--- config.mk ---
export PLATFORM = sky130hd
export DESIGN_NAME = rpc_request_receive_filter_top
export DESIGN_NICKNAME = d
export VERILOG_FILES = /design/src/rrf_pkg.sv /design/src/rrf_slot_mem.sv /design/src/rrf_decide.sv /design/src/rpc_request_receive_filter_top.sv
export SDC_FILE = /design/constraint.sdc
export NUM_CORES = 2
export LEC_CHECK = 0
export ABC_AREA = 1
export BUFFER_PORTS_ARGS = -buffer_cell sky130_fd_sc_hd__buf_2
export CORE_ASPECT_RATIO = 1.1
export CORE_MARGIN = 1.5
export CORE_UTILIZATION = 25
export CTS_CLUSTER_SIZE = 14
export DETAILED_ROUTE_END_ITERATION = 6
export GPL_ROUTABILITY_DRIVEN = 0
export REMOVE_ABC_BUFFERS = 1
export SETUP_SLACK_MARGIN = 0.1
export SYNTH_ARGS = -nofsm -noshare
export SYNTH_HDL_FRONTEND = slang
export SYNTH_HIERARCHICAL = 1
export SYNTH_SLANG_ARGS = --single-unit
export TNS_END_PERCENT = 50
--- constraint.sdc ---
create_clock -name i_clk -period 28.1 [get_ports i_clk]
set_input_delay 0 -clock i_clk [delete_from_list [all_inputs] [get_ports i_clk]]
set_output_delay 0 -clock i_clk [all_outputs]
set_load 0.01 [all_outputs]
--- src/rrf_pkg.sv ---
package rrf_pkg;

    localparam int KIND_W       = 1;
    localparam int SLOT_FIELD_W = 6;
    localparam int REQ_W        = 32;
    localparam int PKT_W        = 14;
    localparam int SIZE_W       = 24;
    localparam int TYPE_W       = 8;
    localparam int ACTION_W     = 3;
    localparam int NRX_W        = 15;

    // Width used for the packet offset compares; pkt * MAX_DATA_PER_PKT + MAX_DATA_PER_PKT
    // stays below 2^29 over the whole parameter range.
    localparam int CMP_W = 32;

    localparam int DEF_NUM_SLOTS        = 64;
    localparam int DEF_REQ_WINDOW       = 8;
    localparam int DEF_MAX_DATA_PER_PKT = 1024;

    localparam logic [KIND_W-1:0] KIND_REQUEST = 1'b0;
    localparam logic [KIND_W-1:0] KIND_RESP_Q  = 1'b1;

    localparam logic [ACTION_W-1:0] ACT_DROP        = 3'd0;
    localparam logic [ACTION_W-1:0] ACT_ACCEPT      = 3'd1;
    localparam logic [ACTION_W-1:0] ACT_RESEND_CR   = 3'd2;
    localparam logic [ACTION_W-1:0] ACT_RESEND_RESP = 3'd3;
    localparam logic [ACTION_W-1:0] ACT_MARKED      = 3'd4;

    typedef struct packed {
        logic [KIND_W-1:0]       kind;
        logic [SLOT_FIELD_W-1:0] slot_index;
        logic [REQ_W-1:0]        request_number;
        logic [PKT_W-1:0]        packet_number;
        logic [SIZE_W-1:0]       message_size;
        logic [TYPE_W-1:0]       request_type;
    } t_in;

    typedef struct packed {
        logic [ACTION_W-1:0]     action;
        logic                    send_credit_return;
        logic                    invoke_handler;
        logic [TYPE_W-1:0]       handler_type;
        logic [SLOT_FIELD_W-1:0] out_slot;
        logic [PKT_W-1:0]        data_packet_index;
    } t_out;

    typedef struct packed {
        logic [REQ_W-1:0] cur;
        logic [NRX_W-1:0] nrx;
        logic             avail;
    } t_slot_state;

    typedef struct packed {
        logic        we;
        t_slot_state state;
    } t_upd;

endpackage

--- src/rrf_slot_mem.sv ---
module rrf_slot_mem #(
    parameter int NUM_SLOTS = rrf_pkg::DEF_NUM_SLOTS,
    parameter int ADDR_W    = (NUM_SLOTS > 1) ? $clog2(NUM_SLOTS) : 1
) (
    input  logic                 i_clk,
    input  logic                 i_rd_en,
    input  logic [ADDR_W-1:0]    i_rd_addr,
    output rrf_pkg::t_slot_state o_rd_data,
    input  logic                 i_wr_en,
    input  logic [ADDR_W-1:0]    i_wr_addr,
    input  rrf_pkg::t_slot_state i_wr_data
);

    rrf_pkg::t_slot_state r_mem [NUM_SLOTS];
    rrf_pkg::t_slot_state r_rd_data;

    always_ff @(posedge i_clk) begin
        if (i_wr_en) begin
            r_mem[i_wr_addr] <= i_wr_data;
        end
    end

    // The read port holds its data until the next read, so a stalled item keeps its state.
    always_ff @(posedge i_clk) begin
        if (i_rd_en) begin
            r_rd_data <= r_mem[i_rd_addr];
        end
    end

    assign o_rd_data = r_rd_data;

endmodule

--- src/rrf_decide.sv ---
module rrf_decide #(
    parameter int NUM_SLOTS        = rrf_pkg::DEF_NUM_SLOTS,
    parameter int REQ_WINDOW       = rrf_pkg::DEF_REQ_WINDOW,
    parameter int MAX_DATA_PER_PKT = rrf_pkg::DEF_MAX_DATA_PER_PKT
) (
    input  rrf_pkg::t_in         i_item,
    input  rrf_pkg::t_slot_state i_state,
    output rrf_pkg::t_out        o_result,
    output rrf_pkg::t_upd        o_upd
);

    logic                      in_range;
    logic                      single;
    logic [rrf_pkg::CMP_W-1:0] size_ext;
    logic [rrf_pkg::CMP_W-1:0] offset;
    logic [rrf_pkg::CMP_W-1:0] offset_end;
    logic                      pkt_in_msg;
    logic                      pkt_is_last;
    logic [rrf_pkg::NRX_W-1:0] pkt_ext;
    logic                      next_same;
    logic                      first_next;

    assign in_range   = 32'(i_item.slot_index) < 32'(NUM_SLOTS);
    assign size_ext   = rrf_pkg::CMP_W'(i_item.message_size);
    assign single     = size_ext <= rrf_pkg::CMP_W'(MAX_DATA_PER_PKT);

    // A packet lies inside the message when its byte offset is below the size, and it is the
    // last one when the message also ends within it.
    assign offset      = rrf_pkg::CMP_W'(i_item.packet_number)
                       * rrf_pkg::CMP_W'(MAX_DATA_PER_PKT);
    assign offset_end  = offset + rrf_pkg::CMP_W'(MAX_DATA_PER_PKT);
    assign pkt_in_msg  = offset < size_ext;
    assign pkt_is_last = pkt_in_msg && (offset_end >= size_ext);

    assign pkt_ext    = rrf_pkg::NRX_W'(i_item.packet_number);
    assign next_same  = (i_item.request_number == i_state.cur) && (pkt_ext == i_state.nrx);
    assign first_next = (i_item.request_number == i_state.cur + rrf_pkg::REQ_W'(REQ_WINDOW))
                     && (i_item.packet_number == '0);

    always_comb begin
        o_result                    = '0;
        o_result.action             = rrf_pkg::ACT_DROP;
        o_result.out_slot           = i_item.slot_index;
        o_upd.we                    = 1'b0;
        o_upd.state                 = i_state;

        if (in_range) begin
            if (i_item.kind == rrf_pkg::KIND_RESP_Q) begin
                o_upd.we          = 1'b1;
                o_upd.state.avail = 1'b1;
                o_result.action   = rrf_pkg::ACT_MARKED;
            end else if (single) begin
                if (i_item.request_number == i_state.cur) begin
                    o_result.action = i_state.avail ? rrf_pkg::ACT_RESEND_RESP
                                                    : rrf_pkg::ACT_DROP;
                end else if (i_item.request_number > i_state.cur) begin
                    o_upd.we                = 1'b1;
                    o_upd.state.avail       = 1'b0;
                    o_upd.state.cur         = i_item.request_number;
                    o_upd.state.nrx         = rrf_pkg::NRX_W'(1);
                    o_result.action         = rrf_pkg::ACT_ACCEPT;
                    o_result.invoke_handler = 1'b1;
                    o_result.handler_type   = i_item.request_type;
                end
            end else if (!(next_same || first_next)) begin
                if ((i_item.request_number != i_state.cur) || (pkt_ext > i_state.nrx)) begin
                    o_result.action = rrf_pkg::ACT_DROP;
                end else if (!pkt_is_last) begin
                    o_result.action             = rrf_pkg::ACT_RESEND_CR;
                    o_result.send_credit_return = 1'b1;
                end else begin
                    o_result.action = i_state.avail ? rrf_pkg::ACT_RESEND_RESP
                                                    : rrf_pkg::ACT_DROP;
                end
            end else if (pkt_in_msg) begin
                // In order, the new count is always the packet index plus one, so the
                // request is complete exactly on its last packet.
                o_upd.we        = 1'b1;
                o_upd.state.nrx = pkt_ext + rrf_pkg::NRX_W'(1);
                if (i_item.packet_number == '0) begin
                    o_upd.state.avail = 1'b0;
                    o_upd.state.cur   = i_item.request_number;
                end
                o_result.action             = rrf_pkg::ACT_ACCEPT;
                o_result.data_packet_index  = i_item.packet_number;
                o_result.send_credit_return = !pkt_is_last;
                if (pkt_is_last) begin
                    o_result.invoke_handler = 1'b1;
                    o_result.handler_type   = i_item.request_type;
                end
            end
        end
    end

endmodule

--- src/rpc_request_receive_filter_top.sv ---
// Request receive filter: one result transfer for every input transfer, in order. After
// reset the block runs a clearing pass over all NUM_SLOTS slots that loads every slot's
// reset state, and it stalls its input during that pass. From then on it takes one item
// per cycle while the result side does not stall. The slot state is read on the edge of
// the input transfer, and the decision and state write-back happen on the edge on which
// the decision stage passes its result to the output register. The rate is set by the
// single read-modify-write per item on the slot state memory, with the last write
// forwarded to the item behind it.
module rpc_request_receive_filter_top #(
    parameter int NUM_SLOTS        = rrf_pkg::DEF_NUM_SLOTS,
    parameter int REQ_WINDOW       = rrf_pkg::DEF_REQ_WINDOW,
    parameter int MAX_DATA_PER_PKT = rrf_pkg::DEF_MAX_DATA_PER_PKT
) (
    input  logic          i_clk,
    input  logic          i_rst_n,
    input  logic          i_in_valid,
    output logic          o_in_stall,
    input  rrf_pkg::t_in  i_in_data,
    output logic          o_out_valid,
    input  logic          i_out_stall,
    output rrf_pkg::t_out o_out_data
);

    localparam int SLOT_W = (NUM_SLOTS > 1) ? $clog2(NUM_SLOTS) : 1;
    localparam int MOD_W  = (REQ_WINDOW > 1) ? $clog2(REQ_WINDOW) : 1;

    // Clearing pass state. The modulo counter runs beside the slot counter, so the reset
    // request number of each slot needs no division.
    logic              r_clearing;
    logic [SLOT_W-1:0] r_clr_idx;
    logic [MOD_W-1:0]  r_clr_mod;

    // Decision stage: the item whose slot state is being read out of memory.
    logic         r_s1_valid;
    rrf_pkg::t_in r_s1_data;

    // The most recent slot state write, forwarded to the next item when slots match.
    logic                 r_fwd_valid;
    logic [SLOT_W-1:0]    r_fwd_idx;
    rrf_pkg::t_slot_state r_fwd_state;

    logic          r_out_valid;
    rrf_pkg::t_out r_out_data;

    logic                 out_free;
    logic                 s1_fire;
    logic                 in_accept;
    logic [SLOT_W-1:0]    in_idx;
    logic [SLOT_W-1:0]    s1_idx;
    rrf_pkg::t_slot_state mem_rd_data;
    rrf_pkg::t_slot_state s1_state;
    rrf_pkg::t_slot_state clr_state;
    rrf_pkg::t_out        s1_result;
    rrf_pkg::t_upd        s1_upd;
    logic                 mem_wr_en;
    logic [SLOT_W-1:0]    mem_wr_addr;
    rrf_pkg::t_slot_state mem_wr_data;

    assign out_free   = !r_out_valid || !i_out_stall;
    assign s1_fire    = r_s1_valid && out_free;
    assign o_in_stall = r_clearing || (r_s1_valid && !out_free);
    assign in_accept  = i_in_valid && !o_in_stall;

    assign in_idx = SLOT_W'(i_in_data.slot_index);
    assign s1_idx = SLOT_W'(r_s1_data.slot_index);

    // The memory read at transfer time misses only a write made on the same edge, and that
    // write is always the one held in the forwarding register.
    assign s1_state = (r_fwd_valid && (r_fwd_idx == s1_idx)) ? r_fwd_state : mem_rd_data;

    always_comb begin
        clr_state       = '0;
        clr_state.cur   = rrf_pkg::REQ_W'(r_clr_mod);
    end

    assign mem_wr_en   = r_clearing || (s1_fire && s1_upd.we);
    assign mem_wr_addr = r_clearing ? r_clr_idx : s1_idx;
    assign mem_wr_data = r_clearing ? clr_state : s1_upd.state;

    rrf_slot_mem #(
        .NUM_SLOTS (NUM_SLOTS),
        .ADDR_W    (SLOT_W)
    ) u_slot_mem (
        .i_clk     (i_clk),
        .i_rd_en   (in_accept),
        .i_rd_addr (in_idx),
        .o_rd_data (mem_rd_data),
        .i_wr_en   (mem_wr_en),
        .i_wr_addr (mem_wr_addr),
        .i_wr_data (mem_wr_data)
    );

    rrf_decide #(
        .NUM_SLOTS        (NUM_SLOTS),
        .REQ_WINDOW       (REQ_WINDOW),
        .MAX_DATA_PER_PKT (MAX_DATA_PER_PKT)
    ) u_decide (
        .i_item   (r_s1_data),
        .i_state  (s1_state),
        .o_result (s1_result),
        .o_upd    (s1_upd)
    );

    // Clearing pass control.
    always_ff @(posedge i_clk) begin
        if (!i_rst_n) begin
            r_clearing <= 1'b1;
            r_clr_idx  <= '0;
            r_clr_mod  <= '0;
        end else if (r_clearing) begin
            if (r_clr_idx == SLOT_W'(NUM_SLOTS - 1)) begin
                r_clearing <= 1'b0;
            end
            r_clr_idx <= r_clr_idx + SLOT_W'(1);
            if (r_clr_mod == MOD_W'(REQ_WINDOW - 1)) begin
                r_clr_mod <= '0;
            end else begin
                r_clr_mod <= r_clr_mod + MOD_W'(1);
            end
        end
    end

    // Pipeline valid bits and the forwarding marker.
    always_ff @(posedge i_clk) begin
        if (!i_rst_n) begin
            r_s1_valid  <= 1'b0;
            r_out_valid <= 1'b0;
            r_fwd_valid <= 1'b0;
        end else begin
            if (in_accept) begin
                r_s1_valid <= 1'b1;
            end else if (s1_fire) begin
                r_s1_valid <= 1'b0;
            end
            if (s1_fire) begin
                r_out_valid <= 1'b1;
            end else if (!i_out_stall) begin
                r_out_valid <= 1'b0;
            end
            if (s1_fire && s1_upd.we) begin
                r_fwd_valid <= 1'b1;
            end
        end
    end

    // Payload registers.
    always_ff @(posedge i_clk) begin
        if (in_accept) begin
            r_s1_data <= i_in_data;
        end
        if (s1_fire) begin
            r_out_data <= s1_result;
        end
        if (s1_fire && s1_upd.we) begin
            r_fwd_idx   <= s1_idx;
            r_fwd_state <= s1_upd.state;
        end
    end

    assign o_out_valid = r_out_valid;
    assign o_out_data  = r_out_data;

`ifndef NO_ASSERTIONS
    a_s1_hold: assert property (@(posedge i_clk) disable iff (!i_rst_n)
        r_s1_valid && !out_free |=> r_s1_valid && $stable(r_s1_data))
        else $error("decision stage item changed while stalled");

    a_no_item_write_in_clear: assert property (@(posedge i_clk) disable iff (!i_rst_n)
        r_clearing |-> !r_s1_valid && !r_fwd_valid)
        else $error("item in flight during clearing pass");

    a_invoke_on_accept: assert property (@(posedge i_clk) disable iff (!i_rst_n)
        o_out_valid && o_out_data.invoke_handler |-> o_out_data.action == rrf_pkg::ACT_ACCEPT)
        else $error("handler invoked without accepting the packet");

    a_credit_action: assert property (@(posedge i_clk) disable iff (!i_rst_n)
        o_out_valid && o_out_data.send_credit_return
        |-> o_out_data.action == rrf_pkg::ACT_ACCEPT
         || o_out_data.action == rrf_pkg::ACT_RESEND_CR)
        else $error("credit return on a result that neither accepts nor resends");

    a_fwd_from_fire: assert property (@(posedge i_clk) disable iff (!i_rst_n)
        s1_fire && s1_upd.we |=> r_fwd_valid && (r_fwd_idx == $past(s1_idx)))
        else $error("forwarding register missed a slot write");
`endif

endmodule

### Word-level counts from Yosys, hierarchy flattened

Memory sizes are Yosys's and may differ from the RTL's. A register that Yosys moved wholly into a read port is not among the register bits.
Cells that the tools add are included.

| cells by class | value |
|---|---|
| shift-type cells | 0 |
| divide/modulo/power cells | 0 |
| muxes and demuxes | 37 |
| eq/ne operators | 8 |
| reduce and logical (&&, ||, !) cells | 22 |
| multiply operators | 0 |
| bitwise logic cells | 2 |
| order comparisons | 5 |
| add/subtract/negate cells | 5 |

Operators by type and width:

| kind | number |
|---|---|
| two-way mux 49 bit | 5 |
| two-way mux 48 bit | 2 |
| == test 32 bit | 2 |
| two-way mux 47 bit | 1 |
| two-way mux 9 bit | 5 |
| adder 32 x 4 -> 32 bit, second input constant | 1 |
| greater-or-equal comparator 32 x 24 -> 1 bit | 1 |
| > comparator 32 bit | 1 |
| two-way mux 32 bit | 1 |
| != test 32 bit | 1 |
| adder 24 x 11 -> 25 bit, second input constant | 1 |
| less-or-equal comparator 24 x 11 -> 1 bit, second input constant | 1 |
| < comparator 24 bit | 1 |
| adder 14 x 1 -> 15 bit, second input constant | 1 |
| == test 14 x 15 -> 1 bit | 1 |
| > comparator 14 x 15 -> 1 bit | 1 |
| two-way mux 3 bit | 5 |
| logical NOT 14 bit | 1 |
| two-way mux 1 bit | 14 |
| two-way mux 11 bit | 1 |
| logical AND 1 bit | 8 |
| adder 6 x 1 -> 6 bit, second input constant | 1 |
| == test 6 bit | 1 |
| == test 6 bit, second input constant | 1 |
| other kinds (12) | 21 |

| word-level totals | value |
|---|---|
| logic and storage cells | 102 |
| bits in writable memories | 3,072 |
| output and inout bits | 35 |
| memory bits (read-only) | 0 |
| input bits | 89 |
| memories kept | 1 |
| register bits after elaboration | 185 |
| bits in latches | 0 |

Memories:

| memory | words | width | read ports | clocked after Yosys merged registers in | wr ports | RTL line | RTL |
|---|---|---|---|---|---|---|---|
| u_slot_mem.r_mem | 64 | 48 | 1 | 1 | 1 | rrf_slot_mem.sv:14 | `rrf_pkg::t_slot_state r_mem [NUM_SLOTS];` |

### Depth between registers and ports, before layout

| logic depth | value |
|---|---|
| word-level depth | 14 |
| depth in mapped cells | 31 |
| mapped depth without buffers | 28 |

### Modules after synthesis

Netlist, hierarchy kept.

Modules (own cells, without submodules):

| module | area each (um2) | seq. area each (um2) | instances | cells each |
|---|---|---|---|---|
| rrf_slot_mem | 124,811.0 | 93,689.9 | 1 | 10,108 |
| rpc_request_receive_filter_top | 7,460.9 | 5,425.2 | 1 | 615 |
| rrf_decide | 6,508.7 | 0.0 | 1 | 1,277 |

### Least setup slack after synthesis

No wires, ideal clock.

| timing path | value |
|---|---|
| path type | register to register |
| start point | register r_s1_data (netlist bit s1_idx[1]) |
| end point | memory u_slot_mem/r_mem[48][0] (netlist bit) (enable) |
| stages on the path, launching flop included | 29 |
| data required time | 27.525 ns |
| library setup time | 0.575 ns |
| arrival | 8.495 ns |
| setup slack | 19.030 ns |
| path buffers | 5 |
| cell sequence | edfxtp_1 > inv_1 > nand2_1 > nand2_1 > nand3_2 > inv_2 > buf_4 > buf_4 > nand3_1 > nand2_1 > clkbuf_1 > inv_1 > ha_1 > nand2_1 > nor2_1 > nand2_1 > nor3_1 > nand4_1 > inv_1 > and3_1 > o21bai_4 > nand2_4 > buf_2 > o211ai_1 > nand2_1 > nand2_1 > clkbuf_1 > nand4_1 > nor4_1 |

RTL lines:

| what | RTL line | RTL |
|---|---|---|
| start, declared | rpc_request_receive_filter_top.sv:35 | `rrf_pkg::t_in r_s1_data;` |
| start signal, assigned | rpc_request_receive_filter_top.sv:149 | `r_s1_data <= i_in_data;` |
| end, declared | rrf_slot_mem.sv:14 |  |

==> metrics.txt <==
Initial Util=~25%; Post-CTS Hold Fix Bufs=between 150 and 200; Tmin final=~8.4 ns; DP HPWL=about 220,000 µm; Power Internal=around 0.0080 W; startpoint types=register; synthesized flop and latch total=3,305; part of the cycle the worst path needs=just under 30%; Fin Clk Skew=between 0.06 and 0.07 ns; DRT iter0 DRCs=around 12,000; Reg power frac=52.2%; maximum clock path buffer count=4; CTS Root Cell=clkbuf_16; setup_tns=0 ns; GR Util met3=under 10%; status=complete, no violations; pre-CTS WS=19.90 ns; GR Util met1=about 19%; commonest cells after routing, fill and taps aside=nand2_1, edfxtp_1, nand3_1; DRC=0; leading area contributor after synthesis=edfxtp_1; Top Usage Layer GRT=met2; endpoints failing hold=0; Clk Latency, worst-skew pair=about 0.95 ns; Lkg Pwr=roughly 58 nW; first-pass GRT wire length=between 600,000 and 700,000 µm; Max stage delay on crit path=0.94 ns; TritonCTS Buffers=348; YS warnings=6; largest net degree at the start of global routing=231; Die H=approximately 780 µm; clock power share=a little over two fifths; CTS H-Tree Depth=5; mapped cell area=0.1388 mm²; f_max=between 100 and 150 MHz; Max-Cap Viols=0; RSZ-0062 raised after global routing=no; Slew @ Worst Pin=1.183 ns; cts repair resizes=0; Clock transition at path regs=0.06 ns; critical path fanouts, max=a little under 50; cell mode on critical path=nand2_1; Max Slew Vio Count=0; Detailed Route WL=a little over 400,000 µm; NetSw=between 0.002 and 0.0025 W; std cell rows=about 290; slew margin rel.=a little over a fifth; IO Count=124; Synth Flop Type=edfxtp_1; vias in the first global route=between 80,000 and 90,000; synthesis-to-layout area growth=14.84%; class of the worst hold path=in2reg; critical path required time=~29 ns; Post-CTS Setup Inserts=0; Yosys top cell area share=between 70% and 80%; drt pass-1 iters=6; final worst-path setup slack=roughly 20 ns; CTS tree=done; Final Cell Area=0.1594 mm²; slowest CP cell=nand4_1; core area=between 0.5 and 0.6 mm²; final setup violation count=0; Arr. time, crit path=approximately 8.9 ns; layout cells sized above 1=under 10%; CP Capture Type=register; Seq/Total Area, Yosys=about 71%; GRT Total Usage=between 10 and 15%; Routed wire per std cell=21.09 µm; most common cell after layout, fill and taps aside=nand2_1; initial antenna violation count=28; PortBufs=123; dpl cell area=around 0.15 mm²; grt ovf=0; full die area=0.5596 mm²; vias per cell=between 4 and 5; final std cells w/o fill=between 15,000 and 20,000; met2 GRT Util=23.17%; number of synthesized flops with an enable pin=about 3,300; leading post-synthesis cells by cell area=edfxtp_1, nand3_1, nand2_1; FFs w/ async S/R, synth=0%; Syn Area/Cell=roughly 12 µm²; Logic pwr share=about 5%; Die X=713.4 µm; # clock sinks=3,305; pwr/cell area=64.67 mW/mm²; Cell variety after synth=46; final net count=12,261; Vias=~95,000; CP Class=reg2reg; cell count after synthesis=~12,000; Inst Count DP=about 19,000; post-route ant nets=0; VDD IR max=0.05297 mV; Switching Fraction=between 20% and 30%; worst path cell trace=inv_1, nand2_1, nand2_1, nand3_2, buf_4, inv_2, nand3_1, nand2_1, inv_1, ha_1, nand4_1, nor3_1, nand4_1, inv_1, and3_1, o21bai_4, nand2_4, o211ai_1, nand2_1, nand2_1, nand4_1, nor2_4, buf_4
Yosys cell counts, types with 2 or more instances:
cell and count:
a211oi_1 2, a21oi_1 84, a31oi_1 48, and3_1 3, buf_1 61, buf_2 381, buf_4 71, buf_6 76
buf_8 6, clkbuf_1 164, clkinv_1 3, dfxtp_1 13, edfxtp_1 3292, ha_1 80, inv_1 309, inv_2 8
nand2_1 3800, nand2_2 4, nand2_4 2, nand3_1 3092, nand3b_1 5, nand4_1 46, nor2_1 245, nor2_2 13
nor2_4 3, nor3_1 31, nor4_1 17, o211ai_1 4, o21a_1 2, o21ai_0 38, o21bai_1 42, o21bai_2 10
or2_2 2, xnor2_1 15, xor2_1 17
worst max-delay path, delay by kind of cell (launching register included):
kind | cells | cell delay (ns)
flops | 1 | 0.43
buf+inv | 6 | 2.17
compound gates | 2 | 0.36
simple gates | 14 | 4.50
fa+ha+maj | 1 | 0.33
through the flow:
step	util (%)	hold slack [ns]	total power, W
finish	28.87	0.05459	0.01031
floorplan	-	0.06892	0.005760
global placement	26.62	0.1779	0.005967
CTS	28.86	0.03980	0.01036
global route	28.86	0.06567	0.01059
detailed placement	26.62	0.1782	0.005971
flip-flops by register name, indices dropped and copies added (netlist names):
register and count:
u_slot_mem/r_mem 3072, r_s1_data 79, r_fwd_state 48, u_slot_mem/o_rd_data 48
o_out_data 33, r_clr_idx 6, r_fwd_idx 6, s1_idx 6
r_clr_mod 3, o_out_valid 1, r_clearing 1, r_fwd_valid 1
r_s1_valid 1
final timing paths:
check | from | to | slack, ns | cells past startpoint
setup reg to reg | s1_idx[5]$_DFFE_PP_ | u_slot_mem/r_mem[45][39]$_DFFE_PP_ | 19.74 | 23
setup / recovery | s1_idx[5]$_DFFE_PP_ | u_slot_mem/r_mem[45][39]$_DFFE_PP_ | 19.74 | 23
hold reg to reg | s1_idx[1]$_DFFE_PP_ | r_fwd_idx[1]$_DFFE_PP_ | 0.49 | 0
hold / removal | i_in_data[52] | r_s1_data[52]$_DFFE_PP_ | 0.05 | 2
logic make-up after synthesis:
kind of cell,Yosys count,share of synthesized area [%]
AO/OA/AOI/OAI,236,1.052
flip-flops,3305,71.42
buffers and inverters,1081,3.933
AND/OR/NAND/NOR,7266,22.67
XOR/XNOR,32,0.2020
adder cells (fa/ha/maj),80,0.7213
layer usage:
| metal | share of wire (%) | vias to the layer above |
|---|---|---|
| li1 | - | 42561 |
| met1 | 42 | 46841 |
| met2 | 47 | 4426 |
| met3 | 8.8 | 677 |
| met4 | 2.9 | 4 |
| met5 | 0.0055 | - |
area by class of cell:
class / count / area (µm²)
antenna: 8 / 20.02
clock buffer: 432 / 9151
clock inverter: 195 / 1579
fill: 55778 / 392800
inverter: 321 / 1254
multi-input combinational: 7614 / 35060
sequential: 3305 / 99120
tap: 7344 / 9189
timing repair buffer: 502 / 4008
power groups by stage:
stage                     registers (W)  clock network [W]  logic (W)
final                           0.00538            0.00441   0.000512
after floorplan                 0.00549                  0   0.000273
after global routing            0.00538            0.00466   0.000549
after detailed placement        0.00549                  0   0.000484
after global placement          0.00549                  0   0.000481
after CTS                       0.00538            0.00447   0.000505
No activity file was read; power rests on OpenSTA's default activity.
